$ cat src/rtl/core/sha_pkg.sv
`timescale 1ns / 1ps
// ----------------------------------------------------------------------------
// sha_pkg
// shared types and constants of the sha-256 stream hasher
// ----------------------------------------------------------------------------
package sha_pkg;

  // command passed from the front to the back through the queue
  typedef struct packed {
    logic [7:0] data;
    logic       present;
    logic       eom;
  } cmd_t;

  localparam int unsigned CmdW = 10;

  typedef enum logic [2:0] {
    BK_IDLE,
    BK_PAD,
    BK_ROUND,
    BK_FOLD,
    BK_OUT
  } bk_state_e;

  localparam logic [7:0] PadByte = 8'h80;
  localparam logic [6:0] LenPos  = 7'd56;

  function automatic logic [31:0] init_h(input logic [2:0] i);
    logic [31:0] r;
    case (i)
      3'd0: r = 32'h6A09E667;
      3'd1: r = 32'hBB67AE85;
      3'd2: r = 32'h3C6EF372;
      3'd3: r = 32'hA54FF53A;
      3'd4: r = 32'h510E527F;
      3'd5: r = 32'h9B05688C;
      3'd6: r = 32'h1F83D9AB;
      default: r = 32'h5BE0CD19;
    endcase
    return r;
  endfunction

  function automatic logic [31:0] round_k(input logic [5:0] i);
    logic [31:0] r;
    case (i)
      6'd0: r = 32'h428A2F98; 6'd1: r = 32'h71374491; 6'd2: r = 32'hB5C0FBCF;
      6'd3: r = 32'hE9B5DBA5; 6'd4: r = 32'h3956C25B; 6'd5: r = 32'h59F111F1;
      6'd6: r = 32'h923F82A4; 6'd7: r = 32'hAB1C5ED5; 6'd8: r = 32'hD807AA98;
      6'd9: r = 32'h12835B01; 6'd10: r = 32'h243185BE; 6'd11: r = 32'h550C7DC3;
      6'd12: r = 32'h72BE5D74; 6'd13: r = 32'h80DEB1FE; 6'd14: r = 32'h9BDC06A7;
      6'd15: r = 32'hC19BF174; 6'd16: r = 32'hE49B69C1; 6'd17: r = 32'hEFBE4786;
      6'd18: r = 32'h0FC19DC6; 6'd19: r = 32'h240CA1CC; 6'd20: r = 32'h2DE92C6F;
      6'd21: r = 32'h4A7484AA; 6'd22: r = 32'h5CB0A9DC; 6'd23: r = 32'h76F988DA;
      6'd24: r = 32'h983E5152; 6'd25: r = 32'hA831C66D; 6'd26: r = 32'hB00327C8;
      6'd27: r = 32'hBF597FC7; 6'd28: r = 32'hC6E00BF3; 6'd29: r = 32'hD5A79147;
      6'd30: r = 32'h06CA6351; 6'd31: r = 32'h14292967; 6'd32: r = 32'h27B70A85;
      6'd33: r = 32'h2E1B2138; 6'd34: r = 32'h4D2C6DFC; 6'd35: r = 32'h53380D13;
      6'd36: r = 32'h650A7354; 6'd37: r = 32'h766A0ABB; 6'd38: r = 32'h81C2C92E;
      6'd39: r = 32'h92722C85; 6'd40: r = 32'hA2BFE8A1; 6'd41: r = 32'hA81A664B;
      6'd42: r = 32'hC24B8B70; 6'd43: r = 32'hC76C51A3; 6'd44: r = 32'hD192E819;
      6'd45: r = 32'hD6990624; 6'd46: r = 32'hF40E3585; 6'd47: r = 32'h106AA070;
      6'd48: r = 32'h19A4C116; 6'd49: r = 32'h1E376C08; 6'd50: r = 32'h2748774C;
      6'd51: r = 32'h34B0BCB5; 6'd52: r = 32'h391C0CB3; 6'd53: r = 32'h4ED8AA4A;
      6'd54: r = 32'h5B9CCA4F; 6'd55: r = 32'h682E6FF3; 6'd56: r = 32'h748F82EE;
      6'd57: r = 32'h78A5636F; 6'd58: r = 32'h84C87814; 6'd59: r = 32'h8CC70208;
      6'd60: r = 32'h90BEFFFA; 6'd61: r = 32'hA4506CEB; 6'd62: r = 32'hBEF9A3F7;
      default: r = 32'hC67178F2;
    endcase
    return r;
  endfunction

endpackage

$ cat src/rtl/core/sha_front.sv
`timescale 1ns / 1ps
// ----------------------------------------------------------------------------
// sha_front
// accepts byte transactions, drops empty ones and queues the rest
// ----------------------------------------------------------------------------
module sha_front (
  input  logic                clk_i,
  input  logic                rst_ni,
  input  logic                in_valid_i,
  output logic                in_ready_o,
  input  sha_pkg::cmd_t       in_cmd_i,
  output logic                q_valid_o,
  input  logic                q_ready_i,
  output sha_pkg::cmd_t       q_cmd_o
);

  // two-entry queue
  sha_pkg::cmd_t mem_q [2];
  logic          wp_q, rp_q;
  logic [1:0]    cnt_q;
  logic          push, pop, useful;

  assign useful     = in_cmd_i.present | in_cmd_i.eom;
  assign in_ready_o = (cnt_q != 2'd2);
  assign push       = in_valid_i & in_ready_o & useful;
  assign q_valid_o  = (cnt_q != 2'd0);
  assign pop        = q_valid_o & q_ready_i;
  assign q_cmd_o    = mem_q[rp_q];

  always_ff @(posedge clk_i) begin
    if (push) mem_q[wp_q] <= in_cmd_i;
  end

  // pointers and fill count
  always_ff @(posedge clk_i or negedge rst_ni) begin
    if (!rst_ni) begin
      wp_q  <= 1'b0;
      rp_q  <= 1'b0;
      cnt_q <= 2'd0;
    end else begin
      if (push) wp_q <= ~wp_q;
      if (pop)  rp_q <= ~rp_q;
      cnt_q <= cnt_q + {1'b0, push} - {1'b0, pop};
    end
  end

`ifndef SYNTHESIS
  a_no_overflow: assert property (@(posedge clk_i) disable iff (!rst_ni)
    (cnt_q == 2'd2) |-> !push) else $error("queue overflow");
  a_no_underflow: assert property (@(posedge clk_i) disable iff (!rst_ni)
    (cnt_q == 2'd0) |-> !pop) else $error("queue underflow");
  a_cnt_range: assert property (@(posedge clk_i) disable iff (!rst_ni)
    cnt_q != 2'd3) else $error("bad count");
`endif

endmodule

$ cat src/rtl/core/sha_back.sv
`timescale 1ns / 1ps
// ----------------------------------------------------------------------------
// sha_back
// block buffer, padding, one-round-per-cycle compression and digest output
// ----------------------------------------------------------------------------
module sha_back (
  input  logic          clk_i,
  input  logic          rst_ni,
  input  logic          q_valid_i,
  output logic          q_ready_o,
  input  sha_pkg::cmd_t q_cmd_i,
  output logic          out_valid_o,
  input  logic          out_ready_i,
  output logic [31:0]   out_word_o,
  output logic [2:0]    out_num_o,
  output logic          out_last_o
);

  sha_pkg::bk_state_e state_q, state_d;
  logic [31:0] hw_q [8];
  logic [31:0] w_q [16];
  logic [31:0] a_q, b_q, c_q, d_q, e_q, f_q, g_q, h_q;
  logic [63:0] bits_q;
  logic [6:0]  fill_q;
  logic [5:0]  rnd_q;
  logic [2:0]  onum_q;
  logic        pad_q;    // padding pass pending after this block
  logic        final_q;  // this block is the last one of the message
  logic        lenblk_q; // next padding pass writes a zero block with length

  logic take, full_blk;
  logic [31:0] wn, s0, s1, t1, t2, wcur;

  assign q_ready_o   = (state_q == sha_pkg::BK_IDLE);
  assign take        = q_valid_i & q_ready_o;
  assign full_blk    = q_cmd_i.present & (fill_q == 7'd63);
  assign out_valid_o = (state_q == sha_pkg::BK_OUT);
  assign out_word_o  = hw_q[onum_q];
  assign out_num_o   = onum_q;
  assign out_last_o  = (onum_q == 3'd7);

  // schedule and round datapath
  always_comb begin
    s0 = {w_q[1][6:0], w_q[1][31:7]} ^ {w_q[1][17:0], w_q[1][31:18]} ^ (w_q[1] >> 3);
    s1 = {w_q[14][16:0], w_q[14][31:17]} ^ {w_q[14][18:0], w_q[14][31:19]}
         ^ (w_q[14] >> 10);
    wn = w_q[0] + s0 + w_q[9] + s1;
    wcur = w_q[0];
    t1 = h_q + ({e_q[5:0], e_q[31:6]} ^ {e_q[10:0], e_q[31:11]} ^ {e_q[24:0], e_q[31:25]})
         + ((e_q & f_q) ^ (~e_q & g_q)) + sha_pkg::round_k(rnd_q) + wcur;
    t2 = ({a_q[1:0], a_q[31:2]} ^ {a_q[12:0], a_q[31:13]} ^ {a_q[21:0], a_q[31:22]})
         + ((a_q & b_q) ^ (a_q & c_q) ^ (b_q & c_q));
  end

  // next state
  always_comb begin
    state_d = state_q;
    unique case (state_q)
      sha_pkg::BK_IDLE: begin
        if (take) begin
          if (full_blk) state_d = sha_pkg::BK_ROUND;
          else if (q_cmd_i.eom) state_d = sha_pkg::BK_PAD;
        end
      end
      sha_pkg::BK_PAD:   state_d = sha_pkg::BK_ROUND;
      sha_pkg::BK_ROUND: if (rnd_q == 6'd63) state_d = sha_pkg::BK_FOLD;
      sha_pkg::BK_FOLD: begin
        if (final_q) state_d = sha_pkg::BK_OUT;
        else if (pad_q) state_d = sha_pkg::BK_PAD;
        else state_d = sha_pkg::BK_IDLE;
      end
      sha_pkg::BK_OUT: if (out_ready_i && onum_q == 3'd7) state_d = sha_pkg::BK_IDLE;
      default: state_d = sha_pkg::BK_IDLE;
    endcase
  end

  // byte placement into the schedule store, word i byte j at bits 31-8j
  function automatic logic [31:0] put_byte(input logic [31:0] w, input logic [1:0] j,
                                           input logic [7:0] v);
    logic [31:0] r;
    r = w;
    case (j)
      2'd0: r[31:24] = v;
      2'd1: r[23:16] = v;
      2'd2: r[15:8]  = v;
      default: r[7:0] = v;
    endcase
    return r;
  endfunction

  // schedule store and working registers (payload)
  always_ff @(posedge clk_i) begin
    if (take && q_cmd_i.present)
      w_q[fill_q[5:2]] <= put_byte(w_q[fill_q[5:2]], fill_q[1:0], q_cmd_i.data);
    if (state_q == sha_pkg::BK_PAD) begin
      for (int i = 0; i < 16; i++) begin
        if (i >= 14 && (lenblk_q || fill_q < sha_pkg::LenPos)) begin
          w_q[i] <= (i == 14) ? bits_q[63:32] : bits_q[31:0];
        end else if (lenblk_q) begin
          w_q[i] <= 32'd0;
        end else if (i > int'(fill_q[5:2])) begin
          w_q[i] <= 32'd0;
        end else if (i == int'(fill_q[5:2])) begin
          case (fill_q[1:0])
            2'd0: w_q[i] <= {sha_pkg::PadByte, 24'd0};
            2'd1: w_q[i] <= {w_q[i][31:24], sha_pkg::PadByte, 16'd0};
            2'd2: w_q[i] <= {w_q[i][31:16], sha_pkg::PadByte, 8'd0};
            default: w_q[i] <= {w_q[i][31:8], sha_pkg::PadByte};
          endcase
        end
      end
    end
    if (state_q == sha_pkg::BK_ROUND) begin
      for (int i = 0; i < 15; i++) w_q[i] <= w_q[i+1];
      w_q[15] <= wn;
    end
    if (state_q == sha_pkg::BK_ROUND) begin
      h_q <= g_q; g_q <= f_q; f_q <= e_q; e_q <= d_q + t1;
      d_q <= c_q; c_q <= b_q; b_q <= a_q; a_q <= t1 + t2;
    end else begin
      a_q <= hw_q[0]; b_q <= hw_q[1]; c_q <= hw_q[2]; d_q <= hw_q[3];
      e_q <= hw_q[4]; f_q <= hw_q[5]; g_q <= hw_q[6]; h_q <= hw_q[7];
    end
  end

  // control state, hash words and counters
  always_ff @(posedge clk_i or negedge rst_ni) begin
    if (!rst_ni) begin
      state_q  <= sha_pkg::BK_IDLE;
      bits_q   <= 64'd0;
      fill_q   <= 7'd0;
      rnd_q    <= 6'd0;
      onum_q   <= 3'd0;
      pad_q    <= 1'b0;
      final_q  <= 1'b0;
      lenblk_q <= 1'b0;
      for (int i = 0; i < 8; i++) hw_q[i] <= sha_pkg::init_h(3'(i));
    end else begin
      state_q <= state_d;
      if (take) begin
        if (q_cmd_i.present) begin
          bits_q <= bits_q + 64'd8;
          fill_q <= full_blk ? 7'd0 : fill_q + 7'd1;
        end
        pad_q   <= q_cmd_i.eom;
        final_q <= 1'b0;
      end
      if (state_q == sha_pkg::BK_PAD) begin
        final_q  <= lenblk_q || fill_q < sha_pkg::LenPos;
        lenblk_q <= !lenblk_q && fill_q >= sha_pkg::LenPos;
        pad_q    <= !lenblk_q && fill_q >= sha_pkg::LenPos;
      end
      if (state_q == sha_pkg::BK_ROUND) rnd_q <= rnd_q + 6'd1;
      if (state_q == sha_pkg::BK_FOLD) begin
        hw_q[0] <= hw_q[0] + a_q; hw_q[1] <= hw_q[1] + b_q;
        hw_q[2] <= hw_q[2] + c_q; hw_q[3] <= hw_q[3] + d_q;
        hw_q[4] <= hw_q[4] + e_q; hw_q[5] <= hw_q[5] + f_q;
        hw_q[6] <= hw_q[6] + g_q; hw_q[7] <= hw_q[7] + h_q;
      end
      if (state_q == sha_pkg::BK_OUT && out_ready_i) begin
        onum_q <= onum_q + 3'd1;
        if (onum_q == 3'd7) begin
          bits_q   <= 64'd0;
          fill_q   <= 7'd0;
          pad_q    <= 1'b0;
          final_q  <= 1'b0;
          lenblk_q <= 1'b0;
          for (int i = 0; i < 8; i++) hw_q[i] <= sha_pkg::init_h(3'(i));
        end
      end
    end
  end

`ifndef SYNTHESIS
  a_rnd_idle: assert property (@(posedge clk_i) disable iff (!rst_ni)
    (state_q != sha_pkg::BK_ROUND) |-> (rnd_q == 6'd0)) else $error("round count");
  a_fill_range: assert property (@(posedge clk_i) disable iff (!rst_ni)
    fill_q < 7'd64) else $error("fill range");
  a_out_hold: assert property (@(posedge clk_i) disable iff (!rst_ni)
    (out_valid_o && !out_ready_i) |=> (out_valid_o && $stable(onum_q)))
    else $error("output dropped");
`endif

endmodule

$ cat src/rtl/core/sha256_stream_hasher_top.sv
`timescale 1ns / 1ps
// flow: the back end stores bytes into the block buffer while idle; a full block
// then runs 64 rounds and a fold, and no new bytes are taken until that is done
// an end transaction adds a padding pass (one or two blocks) then 8 output words
// reset: asynchronous active-low, restores initial hash values and clears counts
// ----------------------------------------------------------------------------
// sha256_stream_hasher_top
// sha-256 over a byte stream, front queue feeding the compression back end
// ----------------------------------------------------------------------------
module sha256_stream_hasher_top (
  input  logic        clk_i,
  input  logic        rst_ni,
  input  logic        s_axis_tvalid,
  output logic        s_axis_tready,
  input  logic [7:0]  s_axis_tdata,   // data_byte
  input  logic        s_axis_tuser,   // byte_present
  input  logic        s_axis_tlast,   // end_of_message
  output logic        m_axis_tvalid,
  input  logic        m_axis_tready,
  output logic [39:0] m_axis_tdata,   // digest_word[31:0], word_number[34:32], zero pad
  output logic        m_axis_tlast    // last_word
);

  sha_pkg::cmd_t in_cmd, q_cmd;
  logic q_valid, q_ready;
  logic [31:0] word;
  logic [2:0]  num;

  assign in_cmd.data    = s_axis_tdata;
  assign in_cmd.present = s_axis_tuser;
  assign in_cmd.eom     = s_axis_tlast;

  sha_front u_front (
    .clk_i, .rst_ni,
    .in_valid_i(s_axis_tvalid), .in_ready_o(s_axis_tready), .in_cmd_i(in_cmd),
    .q_valid_o(q_valid), .q_ready_i(q_ready), .q_cmd_o(q_cmd)
  );

  sha_back u_back (
    .clk_i, .rst_ni,
    .q_valid_i(q_valid), .q_ready_o(q_ready), .q_cmd_i(q_cmd),
    .out_valid_o(m_axis_tvalid), .out_ready_i(m_axis_tready),
    .out_word_o(word), .out_num_o(num), .out_last_o(m_axis_tlast)
  );

  assign m_axis_tdata = {5'd0, num, word};

endmodule
$ cat config.mk
export PLATFORM = sky130hd
export DESIGN_NAME = sha256_stream_hasher_top
export DESIGN_NICKNAME = d
export VERILOG_FILES = /design/src/rtl/core/sha_pkg.sv /design/src/rtl/core/sha_front.sv /design/src/rtl/core/sha_back.sv /design/src/rtl/core/sha256_stream_hasher_top.sv
export SDC_FILE = /design/constraint.sdc
export NUM_CORES = 2
export LEC_CHECK = 0
export BUFFER_PORTS_ARGS = -buffer_cell sky130_fd_sc_hd__buf_4
export CELL_PAD_IN_SITES_DETAIL_PLACEMENT = 0
export CELL_PAD_IN_SITES_GLOBAL_PLACEMENT = 1
export CORE_UTILIZATION = 40
export CTS_CLUSTER_SIZE = 30
export DETAILED_ROUTE_END_ITERATION = 12
export HOLD_SLACK_MARGIN = 0.12
export PLACE_DENSITY = 0.64
export SKIP_CTS_REPAIR_TIMING = 1
export SYNTH_ARGS = -nofsm -noshare
export SYNTH_HDL_FRONTEND = slang
export SYNTH_HIERARCHICAL = 1
export SYNTH_SLANG_ARGS = --single-unit
export TNS_END_PERCENT = 1
$ cat constraint.sdc
create_clock -name clk_i -period 10.3 [get_ports clk_i]
set_clock_uncertainty 0.1 [all_clocks]
set_input_delay 0.515 -clock clk_i [delete_from_list [all_inputs] [get_ports clk_i]]
set_output_delay 0.515 -clock clk_i [all_outputs]
set_load 0.05 [all_outputs]
==> results.json <==
{
  "syn_to_final_growth_pct": 10.1,
  "cp_slowest_cell": "a2111oi_0",
  "synth-simple-area-share_pct": 15.6,
  "clk_pin_slew_ns": 0.06,
  "cts_tree": "yes",
  "wl_um": 285000,
  "die_w_um": 434,
  "synth_fa_ha_area_share_pct": 12.0,
  "rsz0062_at_grt": "no",
  "seq_area_frac_synth_pct": 39.5,
  "cts_max_level": 4,
  "crit_fanout": 13,
  "pin_count": 57,
  "gr-total-overflow": 0,
  "ys_ff_latch": 1131,
  "via_count": 60800,
  "pre_cts_ws_ns": 0.955,
  "cp-end-kind": "flip-flop",
  "report.final.slew_viol_count": 0,
  "dpl.hpwl_um": 214000,
  "synth.avg_cell_area_sq_um": 9.03,
  "cts_sinks": 1131,
  "syn_area_sq_mm": 0.0745,
  "setup_viol": 0,
  "synth_warnings": 6,
  "fin_crit_sh_pct": 91.2,
  "status": "completed",
  "slowest_delay_ns": 0.89,
  "synth-edff-count": 490,
  "postSynth.asyncResetShare_pct": 30.3,
  "slew_headroom_pct": 16.1,
  "worst_pin_slew_ns": 1.26,
  "path_class": "flip-flop to flip-flop",
  "viasPerCell": 5.68,
  "rows": 158,
  "synthCells": 8253,
  "synthFlopType": "edfxtp_1",
  "drc_errors": 0,
  "hold_class": "primary input to asynchronous set/reset pin",
  "synth_compound_area_share_pct": 17.7,
  "fin_nets": 8712,
  "cts_made_buffers": 141,
  "die-area_sq_mm": 0.188,
  "drt_iter0_drc": 5053,
  "maxCapViolations": 0,
  "grt_max_degree": 169,
  "place.gp.congestion": 0.949,
  "setup_tns_ns": 0,
  "firstDrtPassIters": 6,
  "clk_latency_ns": 0.81,
  "final.min_clock_period_ns": 9.40,
  "synth_top_family_by_area": "compound AO/OA/AOI/OAI gates",
  "antenna_found_initial": 8,
  "setup_ws_ns": 0.903,
  "drtAntennaViolNets": 0,
  "cp_data_required_time_ns": 10.84,
  "synthXorXnorAreaFrac_pct": 7.43,
  "grt_pass1_wl_um": 414000,
  "clk_path_buf_depth": 3,
  "grt_pass1_vias": 58800,
  "die_h_um": 434,
  "grtUsageTotal_pct": 30.0,
  "yosysUniqueCellTypes": 93,
  "worstPathArrival_ns": 9.93,
  "synth.mux.area_fraction_pct": 3.55,
  "cts_root_buffer": "clkbuf_16",
  "port_buffers": 51,
  "drive_above_1_share_pct": 8.76,
  "wl_per_cell_um": 26.6,
  "fmaxAchievable_ghz": 0.106,
  "finalHoldViolations": 0,
  "core_sq_mm": 0.185,
  "start_util_pct": 40.2,
  "start_kind": "flip-flop"
}
[through the flow]
step	utilization, %	instance area [sq um]	cells	hold slack (ns)
3_5_place_dp	41.7	77300	10400	0.351
6_report	44.3	82000	10700	0.251
3_3_place_gp	41.7	77300	10400	0.350
4_1_cts	44.2	81900	10700	-0.335
5_1_grt	44.3	82000	10700	0.276
2_1_floorplan	-	74500	8257	0.119
[layout by cell type (no fill, tap or decap), types with 136 or more instances in the layout]
cell	count
nand2_1	1714
clkbuf_16	143
a21oi_1	785
inv_1	329
buf_4	165
nor2_1	502
dfrtp_1	200
xor2_1	222
dfstp_2	136
o21ai_0	456
edfxtp_1	490
fa_1	195
ha_1	403
xnor2_1	408
dfxtp_1	298
a21o_1	215
[cell type report]
cell class | instances | area (sq um)
Clock buffer | 197 | 3940
Tap cell | 2480 | 3100
Clock inverter | 65 | 656
Timing Repair Buffer | 184 | 1480
Sequential cell | 1131 | 29400
Inverter | 331 | 1240
Multi-Input combinational cell | 6311 | 42100
Antenna cell | 3 | 7.51
Fill cell | 18200 | 103000
[critical path, delay by kind of cell, from the launching register on]
| family | cells | cell delay [ns] |
|---|---|---|
| adders and majority gates | 7 | 2.85 |
| buffers and inverters | 5 | 0.69 |
| xor gates and xnor gates | 2 | 0.59 |
| and+or+nand+nor | 8 | 1.75 |
| AOI/OAI and AO/OA | 14 | 2.89 |
| DFF | 1 | 0.35 |
[synthesized netlist by cell type, drive strengths merged (195+ instances only)]
library cell	number	share of area [%]
ha	403	6.8
o21ai	471	3.2
nor2	505	2.5
nand2	1714	8.6
dfxtp	298	8.0
a21o	216	2.2
xor2	222	2.6
dfrtp	207	7.0
inv	329	1.7
clkbuf	422	2.1
xnor2	408	4.8
fa	195	5.2
a21oi	786	5.3
edfxtp	490	20
[state kept, by name, indices dropped and copies added, names as in the netlist, 2 cells and up]
signal            count
u_back/w_q          512
u_back/hw_q         256
u_back/bits_q        61
u_back/a_q           32
u_back/b_q           32
u_back/c_q           32
u_back/d_q           32
u_back/e_q           32
u_back/f_q           32
u_back/g_q           32
u_back/h_q           32
u_front/mem_q        20
u_back/fill_q         7
u_back/rnd_q          6
u_back/out_num_o      3
u_back/state_q        3
u_front/cnt_q         2
[layer usage]
layer | GRT usage (%) | routed length [um] | up-vias
met5 | 0 | 69 | -
met4 | 11.7 | 12400 | 10
met3 | 3.76 | 13600 | 453
met2 | 52.0 | 140000 | 1732
met1 | 37.8 | 118000 | 30000
li1 | - | - | 28600
[path summary, 6_finish.rpt]
path                       cells past startpoint  slack [ns]                     endpoint                         from
max reg2reg                                   36        0.90       u_back/a_q[30]$_DFF_P_  u_back/rnd_q[0]$_DFFE_PN0P_
min in group clk_i                             2        0.35       u_back/g_q[10]$_DFF_P_       u_back/f_q[10]$_DFF_P_
min                                            2        0.25     u_back/hw_q[7]$_DFF_PN0_                       rst_ni
min reg2reg                                    2        0.35       u_back/g_q[10]$_DFF_P_       u_back/f_q[10]$_DFF_P_
max                                           36        0.90       u_back/a_q[30]$_DFF_P_  u_back/rnd_q[0]$_DFFE_PN0P_
max in group asynchronous                      4        7.59  u_back/rnd_q[3]$_DFFE_PN0P_                       rst_ni
[logic make-up (layout without fill, tap and decap cells)]
kind of cell	after synthesis	count (layout)
DFF	1131	1131
other	1	8
AOI/OAI and AO/OA	2137	2137
xor gates and xnor gates	631	631
muxes	162	162
adders and majority gates	600	600
and+or+nand+nor	2776	2776
buffers and inverters	815	777
Power is not shown: default switching activity piles up to over one toggle a cycle in this logic, so the estimate is an artifact.
